[config.mk]
export PLATFORM = sky130hd
export DESIGN_NAME = vpa_cell
export DESIGN_NICKNAME = d
export VERILOG_FILES = /design/src/variable_partition_allocator_unit_defines.svh /design/src/vpa_pkg.sv /design/src/vpa_cell.sv
export SDC_FILE = /design/constraint.sdc
export NUM_CORES = 1
export LEC_CHECK = 0
export ABC_AREA = 1
export BUFFER_PORTS_ARGS = -buffer_cell sky130_fd_sc_hd__buf_2
export CORE_MARGIN = 2
export CORE_UTILIZATION = 55
export CTS_BUF_LIST = sky130_fd_sc_hd__clkbuf_4 sky130_fd_sc_hd__clkbuf_8
export DETAILED_ROUTE_END_ITERATION = 6
export GPL_ROUTABILITY_DRIVEN = 0
export PLACE_DENSITY = 0.88
export SYNTH_ARGS = -nofsm -noshare
export SYNTH_HDL_FRONTEND = slang
export SYNTH_SLANG_ARGS = --single-unit
export TNS_END_PERCENT = 5
[constraint.sdc]
create_clock -name i_clk -period 3.23 [get_ports i_clk]
set_clock_uncertainty 0.2 [all_clocks]
set_input_delay 0.1615 -clock i_clk [delete_from_list [all_inputs] [get_ports i_clk]]
set_output_delay 0.1615 -clock i_clk [all_outputs]
set_load 0.005 [all_outputs]
[src/variable_partition_allocator_unit_defines.svh]
// assertion macros for the partition allocator
// no dependencies
`ifndef VARIABLE_PARTITION_ALLOCATOR_UNIT_DEFINES_SVH
`define VARIABLE_PARTITION_ALLOCATOR_UNIT_DEFINES_SVH
// property that must hold at every edge outside reset
`define VPA_ASSERT(label, clk, rst_n, prop, msg) \
    label: assert property (@(posedge clk) disable iff (!rst_n) (prop)) else $error(msg);
// implication: the consequent must hold in the cycle after the antecedent
`define VPA_ASSERT_NEXT(label, clk, rst_n, ante, cons, msg) \
    label: assert property (@(posedge clk) disable iff (!rst_n) (ante) |=> (cons)) \
        else $error(msg);
`endif

[src/vpa_pkg.sv]
// shared types, constants and codes for the partition allocator
// no dependencies
`timescale 1ns / 1ps
package vpa_pkg;
    localparam int MAX_BLOCKS_DEF = 32;
    localparam int MEM_BYTES_DEF  = 1048576;
    localparam int OWNER_BITS_DEF = 8;

    typedef enum logic [1:0] {
        ST_OK = 2'd0, ST_MISS = 2'd1, ST_FULL = 2'd2, ST_ZERO = 2'd3
    } t_status;

    typedef enum logic [1:0] {
        POL_FIRST = 2'd0, POL_BEST = 2'd1, POL_WORST = 2'd2, POL_RSVD = 2'd3
    } t_policy;

    localparam logic MODE_ALLOC = 1'b0;
    localparam logic MODE_FREE  = 1'b1;

    localparam logic [0:0] REG_FIT_POLICY = 1'd0;

    typedef struct packed {
        logic        mode;
        logic [7:0]  owner_id;
        logic [20:0] request_size;
    } t_in_word;

    typedef struct packed {
        logic [1:0]  status;
        logic [19:0] block_address;
        logic [5:0]  entries_used;
    } t_out_word;

    // commands broadcast to every cell
    typedef enum logic [2:0] {
        CMD_HOLD, CMD_RELEASE, CMD_SPLIT, CMD_CLAIM, CMD_MERGE
    } t_cmd;

    typedef enum logic [2:0] {
        S_IDLE, S_SCAN, S_DECIDE, S_RELEASE, S_MERGE, S_DONE
    } t_state;
endpackage

[src/vpa_cell.sv]
// one table entry: start, size, free mark, owner; shifts with its neighbors
// depends on vpa_pkg
`timescale 1ns / 1ps
module vpa_cell import vpa_pkg::*; #(
    parameter int AW = 21,
    parameter int OW = 8,
    parameter int IW = 5
) (
    input  logic          i_clk,
    input  logic          i_rst_n,
    input  logic [IW-1:0] i_index,
    input  logic          i_reset_free,
    input  logic [AW-1:0] i_reset_size,
    input  t_cmd          i_cmd,
    input  logic [IW-1:0] i_sel,
    input  logic [AW-1:0] i_need,
    input  logic [OW-1:0] i_owner,
    // left neighbor entry (index-1)
    input  logic [AW-1:0] i_prev_start,
    input  logic [AW-1:0] i_prev_size,
    input  logic          i_prev_free,
    input  logic [OW-1:0] i_prev_owner,
    // right neighbor entry (index+1)
    input  logic [AW-1:0] i_next_start,
    input  logic [AW-1:0] i_next_size,
    input  logic          i_next_free,
    input  logic [OW-1:0] i_next_owner,
    output logic [AW-1:0] o_start,
    output logic [AW-1:0] o_size,
    output logic          o_free,
    output logic [OW-1:0] o_owner
);
    logic [AW-1:0] r_start, n_start, r_size, n_size;
    logic          r_free, n_free;
    logic [OW-1:0] r_owner, n_owner;

    // entry update for the broadcast command
    always_comb begin
        n_start = r_start;
        n_size  = r_size;
        n_free  = r_free;
        n_owner = r_owner;
        case (i_cmd)
            CMD_RELEASE: begin
                if (!r_free && r_owner == i_owner) begin
                    n_free  = 1'b1;
                    n_owner = '0;
                end
            end
            CMD_CLAIM: begin
                if (i_index == i_sel) begin
                    n_free  = 1'b0;
                    n_owner = i_owner;
                end
            end
            CMD_SPLIT: begin
                if (i_index == i_sel) begin
                    n_size  = i_need;
                    n_free  = 1'b0;
                    n_owner = i_owner;
                end else if (i_index == i_sel + 1'b1) begin
                    n_start = i_prev_start + i_need;
                    n_size  = i_prev_size - i_need;
                    n_free  = 1'b1;
                    n_owner = '0;
                end else if (i_index > i_sel) begin
                    n_start = i_prev_start;
                    n_size  = i_prev_size;
                    n_free  = i_prev_free;
                    n_owner = i_prev_owner;
                end
            end
            CMD_MERGE: begin
                if (i_index == i_sel) begin
                    n_size = r_size + i_next_size;
                end else if (i_index > i_sel) begin
                    n_start = i_next_start;
                    n_size  = i_next_size;
                    n_free  = i_next_free;
                    n_owner = i_next_owner;
                end
            end
            default: ;
        endcase
    end

    always_ff @(posedge i_clk) begin
        if (!i_rst_n) begin
            r_start <= '0;
            r_size  <= i_reset_size;
            r_free  <= i_reset_free;
            r_owner <= '0;
        end else begin
            r_start <= n_start;
            r_size  <= n_size;
            r_free  <= n_free;
            r_owner <= n_owner;
        end
    end

    assign o_start = r_start;
    assign o_size  = r_size;
    assign o_free  = r_free;
    assign o_owner = r_owner;
endmodule

Word level (Yosys, flattened, before mapping)
Index checks and enable logic that the tools add are counted.
{"block": "totals", "ff_bits": 51, "inputBits": 168, "output_inout_bits": 51, "wordCells": 69}
{"block": "op_classes", "n_addsub": 4, "order_cmp": 1, "n_eq_ne": 22, "mux": 30, "reduce_logical": 8}
{"cell": "2-to-1 mux 21 bit", "count": 11}
{"cell": "one-hot mux 21 bit (2 select lines)", "count": 2}
{"cell": "2-to-1 mux 8 bit", "count": 7}
{"cell": "adder 21 bit", "count": 2}
{"cell": "one-hot mux 8 bit (4 select lines)", "count": 1}
{"cell": "subtractor 21 bit", "count": 1}
{"cell": "!= test 3 bit, second input constant", "count": 5}
{"cell": "AND reduction 6 bit", "count": 2}
{"cell": "== test 5 bit", "count": 2}
{"cell": "!= test 2 bit, second input constant", "count": 5}
{"cell": "== test 8 bit", "count": 1}
{"cell": "2-to-1 mux 1 bit", "count": 8}
{"cell": "!= test 4 bit, second input constant", "count": 2}
{"cell": "== test 3 x 2 -> 1 bit, second input constant", "count": 2}
{"cell": "adder 5 x 1 -> 5 bit, second input constant", "count": 1}
{"cell": "> comparator 5 bit", "count": 1}
{"cell": "!= test 5 x 1 -> 1 bit, second input constant", "count": 1}
{"cell": "!= test 5 bit, second input constant", "count": 1}
{"cell": "AND reduction 5 bit", "count": 1}
{"cell": "one-hot mux 1 bit (4 select lines)", "count": 1}
{"cell": "nonzero test 4 bit", "count": 1}
{"cell": "== test 3 x 1 -> 1 bit, second input constant", "count": 1}
{"cell": "== test 3 bit, second input constant", "count": 1}
{"cell": "!= test 3 x 1 -> 1 bit, second input constant", "count": 1}
{"cell": "4 further kinds", "count": 4}

Longest topological paths before layout
Gate-level depths: netlist of run 1.
{"block": "depth", "ltp_word": 6, "ltp_mapped": 18, "ltp_nobuf": 18}

Least setup slack after synthesis of run 1
Ideal clock, no wire load.
{"block": "synth_timing", "kind": "reg2reg", "from": "reg r_size[0], in the netlist o_size[0]", "to": "reg r_size[16], in the netlist o_size[16] (data pin)", "setup_ns": 0.254, "arrival_ns": 1.899, "t_required_ns": 2.776, "slack_ns": 0.878, "stages_incl_launch_ff": 13, "n_path_buf": 0, "period_less_slack_ns": 2.352, "path_cell_list": "edfxtp_1 > ha_1 > fa_1 > nand3_1 > nand2_1 > a21oi_1 > inv_1 > nand2_1 > nand2_1 > o21ai_0 > o21bai_1 > a21oi_1 > nor2_1"}
{"block": "synth_between", "elab_chain_len": 4}
{"item": "start: declaration", "line_no": "vpa_cell.sv:33", "text": "logic [AW-1:0] r_start, n_start, r_size, n_size;"}
{"item": "start signal: assignment", "line_no": "vpa_cell.sv:90", "text": "r_size <= i_reset_size;"}
{"item": "start signal: assignment", "line_no": "vpa_cell.sv:95", "text": "r_size <= n_size;"}
{"item": "adder 21 bit", "line_no": "vpa_cell.sv:75", "text": "n_size = r_size + i_next_size;"}
{"item": "2-to-1 mux 21 bit", "line_no": "vpa_cell.sv:74", "text": "if (i_index == i_sel) begin"}
{"item": "one-hot mux 21 bit (2 select lines)", "line_no": "vpa_cell.sv:43", "text": "case (i_cmd)"}
{"item": "2-to-1 mux 21 bit", "line_no": "vpa_cell.sv:88", "text": "if (!i_rst_n) begin"}
No other way between the ends.
A chain may end at the register's enable or synchronous reset.

Worst setup path after layout of run 1
{"block": "layout_timing", "from": "in i_sel[3]", "to": "reg r_start[7], in the netlist o_start[7]"}
{"block": "layout_between", "elab_chain_len": 5, "elab_cells_between_ends": 12, "classes_between": "add/sub: 1; order compare: 1; eq/ne: 6; mux: 3; reduce/logical: 1"}
{"item": "start: declaration", "line_no": "vpa_cell.sv:15", "text": "input logic [IW-1:0] i_sel,"}
{"item": "adder 5 x 1 -> 5 bit", "line_no": "vpa_cell.sv:61", "text": "end else if (i_index == i_sel + 1'b1) begin"}
{"item": "== test 5 bit", "line_no": "vpa_cell.sv:61"}
{"item": "2-to-1 mux 21 bit", "line_no": "vpa_cell.sv:61"}
{"item": "2-to-1 mux 21 bit", "line_no": "vpa_cell.sv:57", "text": "if (i_index == i_sel) begin"}
{"item": "one-hot mux 21 bit (2 select lines)", "line_no": "vpa_cell.sv:43"}
{"item": "end signal: assignment", "line_no": "vpa_cell.sv:94", "text": "r_start <= n_start;"}
{"item": "end: declaration", "line_no": "vpa_cell.sv:33"}
Parallel ways exist; a longest one is shown, timed or not. The select of a mux whose other input is x is not followed.

==> key figures, run 1 <==
Worst setup path
  • Critical path endpoint category: flop
  • Critical path cell sequence: buf_2, inv_1, ha_1, nand2_1, nor2_1, nand2_1, inv_2, nor2_4, nor2_1, nor2_1, nand2_1, inv_2, o21ai_0, a21oi_1, dlygate4sd3_1
  • CP startpoint kind: primary input
  • CP arrival: between 2000 and 3000 ps
  • Crit-path slowest cell: dlygate4sd3_1
  • Worst Path Required: about 3300 ps
  • Reg2reg start: o_size[0]
  • Largest fanout on the critical path: 22
  • Worst path max stage delay: 560 ps
  • Setup Crit Path Kind: in -> reg
  • Crit path launch: i_sel[3]
  • Crit path buf inv count: 5
  • CP top delay family: buffers and inverters

Timing
  • Tcrit/Tclk final: approximately 90%
  • Worst-Margin Slew: 655 ps
  • Endpoints failing setup: 0
  • Post-Route Setup TNS: 0 ps
  • Fin. Hold Viols: 2
  • Unrepaired setup endpoints after global routing: false
  • Min cycle time layout: between 2000 and 3000 ps
  • Fmax: around 350 MHz
  • Max_slew headroom: approximately 56%
  • Max Slew Vio Count: 0
  • Hold WS: -11.7 ps

Floorplan
  • DIE AREA: 14700 µm²
  • # IOs: 219
  • Die Height: 121 µm
  • Initial core utilization: between 50% and 60%
  • Core footprint: roughly 13000 µm²
  • Die width: 121 µm
  • Row cnt: 42

Job
  • Max_cap viols: 0

Logic synthesis
  • Synth Flop Type: dfxtp_1
  • Number of synthesized register bits: about 50
  • Post-synth EDFFs: 22
  • Gate count after technology mapping: between 1000 and 1500
  • Mapped Area: 7540 µm²
  • Syn avg cell area: ~5.8 µm²
  • Register area share after synthesis: 16.5%
  • Ys Warns: 0
  • Post-synthesis async set-or-reset flop share: 0%
  • Synth unique cells: 40
  • Net count after synthesis: roughly 1500

Finish
  • N_diodes: 0
  • Final core occ: between 60 and 70%
  • Share of layout cells above drive strength 1: between 15 and 20%
  • Fin nets: roughly 1800
  • Most common cell after layout, fill and taps aside: nand2_1
  • Most frequent cells in the layout: nand2_1 (392), buf_2 (218), inv_1 (166), nor2_1 (145), a21oi_1 (131)
  • P&R area growth vs syn: 22.6%

Power and ir drop
  • Worst vdd ir: 0.219 mV
  • Power Total: about 2.7 mW
  • Power per Cell Area: about 300 nW/µm²
  • Leak pwr: about 5.0 nW

Route
  • DRC violations left: 0
  • Routed length per placed instance: around 15 µm
  • 1st-iter DRT viols: around 800
  • Antenna Violating Nets Remaining: 0
  • Via count: 9557
  • Final WL: 25200 µm
  • DRT Pass-1 Iters: 7
  • Via/cell ratio: around 5.6

Min path
  • Hold path startpoint: i_next_start[3]
  • Hold Path Class: in -> reg

Clock network
  • Total clock sinks: a little over 50
  • Root buffer cell: clkbuf_8
  • Maximum clock path buffer count: 2
  • CTS Buf Count: 5
  • Clock Latency Late Sink: 340 ps
  • Htree depth: 2
  • CTS clock-pin slew for the worst setup and hold paths: approximately 100 ps
  • Cts repair resizes: 0
  • CTS tree: done

Global routing
  • Number of global-route vias before repair: roughly 9000
  • Total GRT Usage: around 34%
  • Largest net degree at the start of global routing: 60
  • Initial antenna violation count: 3
  • Remaining Overflow, GRT: 0
  • First-pass GRT wire length: ~40000 µm

Outcome
  • Violated checks: hold timing
  • Status: complete, but fails checks

Placement
  • IO buf count: approximately 220
  • Post-DP HPWL: between 15000 and 20000 µm
-- area by class of cell --
class,count,area [µm²]
clock buffer,5,68.8
clock inverter,3,43.8
fill,1232,4050
inverter,170,638
multi-input combinational,1050,5490
sequential,51,1240
tap,176,220
timing repair buffer,266,1540
-- state kept, by name (all words and copies together) (netlist names) --
register,flops
o_owner,8
o_size,21
o_free,1
o_start,21
-- cell usage after synthesis, types with 5 or more instances --
master	instances	area (µm²)
a21o_1	5	37.5
a21oi_1	131	656
a31oi_1	6	37.5
buf_2	10	50.1
clkbuf_1	17	63.8
dfxtp_1	29	581
edfxtp_1	22	661
ha_1	66	826
inv_1	166	623
nand2_1	392	1470
nand3_1	98	490
nand4_1	19	119
nor2_1	145	544
nor3_1	8	40.0
o211ai_1	15	113
o211ai_2	5	62.6
o21ai_0	63	315
o21ai_1	12	60.1
o21bai_1	18	135
or2_2	7	43.8
xnor2_1	13	114
xor2_1	16	140
-- tightest hold or removal path, stage by stage --
cell	delay (ps)
buf_2	70
or2_2	90
nand3_1	60
a21oi_1	110
-- per-layer routing --
layer / part of all wire (%) / GRT usage (%) / vias up
li1: - / - / 4772
met1: 40 / 41.7 / 4251
met2: 48 / 58.5 / 437
met3: 8.2 / 5.45 / 91
met4: 3.7 / 13.8 / 6
met5: 0.15 / 0 / -
-- repair_timing --
item	CTS	global route
endpoints found under the hold margin	35	0
buffers inserted	0	0
hold buffers	37	0
-- metrics by stage --
stage | std cells | cell area, µm² | setup slack [ps] | hold WS (ps)
2_1_floorplan | 1306 | 7540 | 878 | 147
3_3_place_gp | 1676 | 8760 | 699 | 237
3_5_place_dp | 1676 | 8760 | 610 | 238
4_1_cts | 1721 | 9240 | 497 | 0.0275
5_1_grt | 1721 | 9240 | 133 | 9.52
6_report | 1721 | 9240 | 391 | -11.7
-- worst paths after layout --
check | end | slack, ps | cells past startpoint
min | o_start[3] | -10 | 4
max | o_start[7] | 390 | 15
min reg2reg | o_start[20] | 270 | 2
max reg2reg | o_size[16] | 580 | 12
-- power by group --
group | switching [mW] | total [mW] | internal (mW) | leakage, nW
Clock | 0.268 | 0.499 | 0.232 | 0.0581
Sequential | 0.0435 | 0.793 | 0.749 | 0.456
Combinational | 0.882 | 1.45 | 0.563 | 4.51
-- kinds of logic after synthesis --
| kind of cell | count (synthesis) | synth area share [%] |
|---|---|---|
| AO/OA/AOI/OAI | 266 | 19.9 |
| AND/OR/NAND/NOR | 685 | 37.5 |
| buffers and inverters | 205 | 10.8 |
| adder cells (fa/ha/maj) | 69 | 11.7 |
| flip-flops | 51 | 16.5 |
| XOR/XNOR | 30 | 3.58 |
(Power assumes the default switching activity.)
==> run 2, diff against run 1 <==
- CTS_CLUSTER_DIAMETER: unset -> 120
- PLACE_DENSITY: 0.88 -> 0.91
==> run 2 against run 1 <==
  * The run still ends with hold timing left
  * Non-clock buffer count increased by 1
  * Sequential share of layout area about the same
  * Die area unchanged
  * Via count increased by 1.2%
  * Critical path type unchanged
  * Worst hold slack improved by 2.7 ps
  * Critical endpoint unchanged
  * Combinational power about the same
  * Total power about the same
  * First-iteration DRC count increased by 45%
  * Global-route usage decreased by 0.30 points
  * Wire length about the same
==> key figures, run 2 (synthesized netlist as in run 1, its figures left out) <==
Min path
  • Hold EP: o_size[1] (was o_start[3])
  • Hold Path Class: in -> reg (unchanged)
  • Hold path startpoint: i_reset_size[1] (was i_next_start[3])
  • Worst Hold Depth: 3 (was 4)

Finish
  • Fin nets: 1782 (was 1781)
  • Finished Layout Cells: 1724 (was 1721)
  • Most frequent cells in the layout: nand2_1 (392), buf_2 (218), inv_1 (166), nor2_1 (145), a21oi_1 (131) (unchanged)
  • P&R area growth vs syn: 22.8% (was 22.6%)
  • Most common cell after layout, fill and taps aside: nand2_1 (unchanged)
  • Share of layout cells above drive strength 1: 17.1% (was 17.0%)

Placement
  • Post-DP HPWL: 19800 µm (about the same)
  • Placed cell count: 1677 (was 1676)
  • Placement Setup Slack: 607 ps (was 610 ps)
  • IO buf count: 218 (unchanged)

Floorplan
  • Die width: 121 µm (unchanged)
  • Die Height: 121 µm (unchanged)
  • Initial core utilization: 56.7% (unchanged)
  • Row cnt: 42 (unchanged)
  • Core footprint: 13300 µm² (unchanged)
  • # IOs: 219 (unchanged)
  • DIE AREA: 14700 µm² (unchanged)

Global routing
  • Total GRT Usage: 33.6% (was 33.9%)
  • Remaining Overflow, GRT: 0 (unchanged)
  • Initial antenna violation count: 2 (was 3)
  • First-pass GRT wire length: 40100 µm (was 40400 µm)
  • Largest net degree at the start of global routing: 44 (was 60)
  • Number of global-route vias before repair: 8935 (was 9033)

Power and ir drop
  • Flop pwr share: 29.0% (about the same)
  • Clk pwr share: 18.0% (was 18.2%)
  • Psw: 1.19 mW (about the same)
  • Power per Cell Area: 296 nW/µm² (about the same)
  • Power Total: 2.74 mW (about the same)
  • Leak pwr: 5.03 nW (about the same)
  • Gate power share: 53.0% (was 52.8%)
  • Total internal power: 1.55 mW (was 1.54 mW)
  • Worst vdd ir: 0.237 mV (was 0.219 mV)
  • Switching Fraction: 43.6% (about the same)

Job
  • Max_cap viols: 0 (unchanged)

Timing
  • Fin. Hold Viols: 1 (was 2)
  • Setup ws final: 409 ps (was 391 ps)
  • Tcrit/Tclk final: 87.3% (was 87.9%)
  • Max_slew headroom: 49.3% (was 56.3%)
  • Min cycle time layout: 2820 ps (was 2840 ps)
  • Endpoints failing setup: 0 (unchanged)
  • Unrepaired setup endpoints after global routing: false (unchanged)
  • Hold WS: -9.00 ps (was -11.7 ps)
  • Worst-Margin Slew: 758 ps (was 655 ps)
  • Fmax: 354 MHz (was 352 MHz)
  • Post-Route Setup TNS: 0 ps (unchanged)
  • Max Slew Vio Count: 0 (unchanged)

Route
  • DRC violations left: 0 (unchanged)
  • DRT Pass-1 Iters: 6 (was 7)
  • Antenna Violating Nets Remaining: 0 (unchanged)
  • 1st-iter DRT viols: 1160 (was 801)
  • Routed length per placed instance: 14.6 µm (was 14.7 µm)
  • Via/cell ratio: 5.61 (was 5.55)
  • Final WL: 25200 µm (about the same)
  • Via count: 9673 (was 9557)

Clock network
  • Post-CTS setup repair buffer count: 0 (unchanged)
  • CTS clock-pin slew for the worst setup and hold paths: 110 ps (was 100 ps)
  • Maximum clock path buffer count: 2 (unchanged)
  • Total clock sinks: 51 (unchanged)
  • Clock Latency Late Sink: 340 ps (about the same)
  • Htree depth: 2 (unchanged)
  • CTS Buf Count: 5 (unchanged)
  • Root buffer cell: clkbuf_8 (unchanged)
  • CTS tree: done (unchanged)

Worst setup path
  • Reg2reg start: o_size[0] (unchanged)
  • CP arrival: 2850 ps (was 2930 ps)
  • Worst Reg-to-Reg Cells: 12 (unchanged)
  • Critical path endpoint category: flop (unchanged)
  • Worst Path Required: 3260 ps (was 3320 ps)
  • Largest fanout on the critical path: 23 (was 22)
  • Crit Reg-Reg Endpoint: o_size[16] (unchanged)
  • Reg2Reg Setup Slack: 540 ps (was 580 ps)
  • CP startpoint kind: primary input (unchanged)
  • Setup Crit Path Kind: in -> reg (unchanged)

Outcome
  • Violated checks: hold timing (unchanged)
  • Status: complete, but fails checks (unchanged)
[run 2: per-stage QoR]
| step | instance area, µm² | util, % |
|---|---|---|
| final | 9260 | 69.6 |
| after floorplan | 7540 | - |
| after detailed placement | 8770 | 65.9 |
| after global routing | 9250 | 69.6 |
| after global placement | 8770 | 65.9 |
| after CTS | 9250 | 69.6 |
[run 2: per-layer routing]
metal,part of all wire (%),global-route usage (%),vias to the layer above
met4,4.3,14.5,2
met2,47,57.1,519
met1,40,42.0,4287
li1,-,-,4773
met5,0.044,0,-
met3,9.5,4.93,92
[run 2: worst max-delay path: stages]
cell and delay [ps]:
buf_2 130, inv_1 50, ha_1 280, nand2_1 70, nor2_1 100, nand2_1 80, buf_4 220, o21ai_2 110
nand2_1 110, inv_2 110, nor2_1 40, nand2_1 50, buf_4 250, inv_2 210, o21ai_0 230, a21oi_1 60
dlygate4sd3_1 560
[run 2: power by group through the flow]
| stage | Clock, mW | Combinational, mW | Sequential, mW |
|---|---|---|---|
| 2_1_floorplan | 0 | 0.934 | 0.805 |
| 3_3_place_gp | 0 | 1.33 | 0.804 |
| 3_5_place_dp | 0 | 1.37 | 0.805 |
| 4_1_cts | 0.489 | 1.42 | 0.791 |
| 5_1_grt | 0.510 | 1.62 | 0.800 |
| 6_report | 0.494 | 1.45 | 0.793 |
[run 2: cell type report]
class | instances | area, µm²
Fill cell | 1211 | 4040
Tap cell | 176 | 220
Timing Repair Buffer | 267 | 1550
Inverter | 170 | 638
Antenna cell | 2 | 5.00
Multi-Input combinational cell | 1050 | 5490
Clock buffer | 5 | 68.8
Clock inverter | 3 | 43.8
Sequential cell | 51 | 1240
[run 2: how the worst max path moves through the flow]
stage                       endpoint  depth (start not counted)  startpoint  slack (ps)
after global placement    o_size[16]                         12   o_size[0]         710
after global routing      o_start[7]                         17    i_sel[3]         220
after detailed placement  o_size[16]                         12   o_size[0]         610
final                     o_start[7]                         17    i_sel[2]         410
after floorplan           o_size[16]                         12   o_size[0]         880
after CTS                 o_start[7]                         17    i_sel[2]         470
[run 2: timing repair]
item | in CTS | in global routing
hold buffers | 37 | 0
resized for setup | 0 | 0
endpoints found under the hold margin | 35 | 0
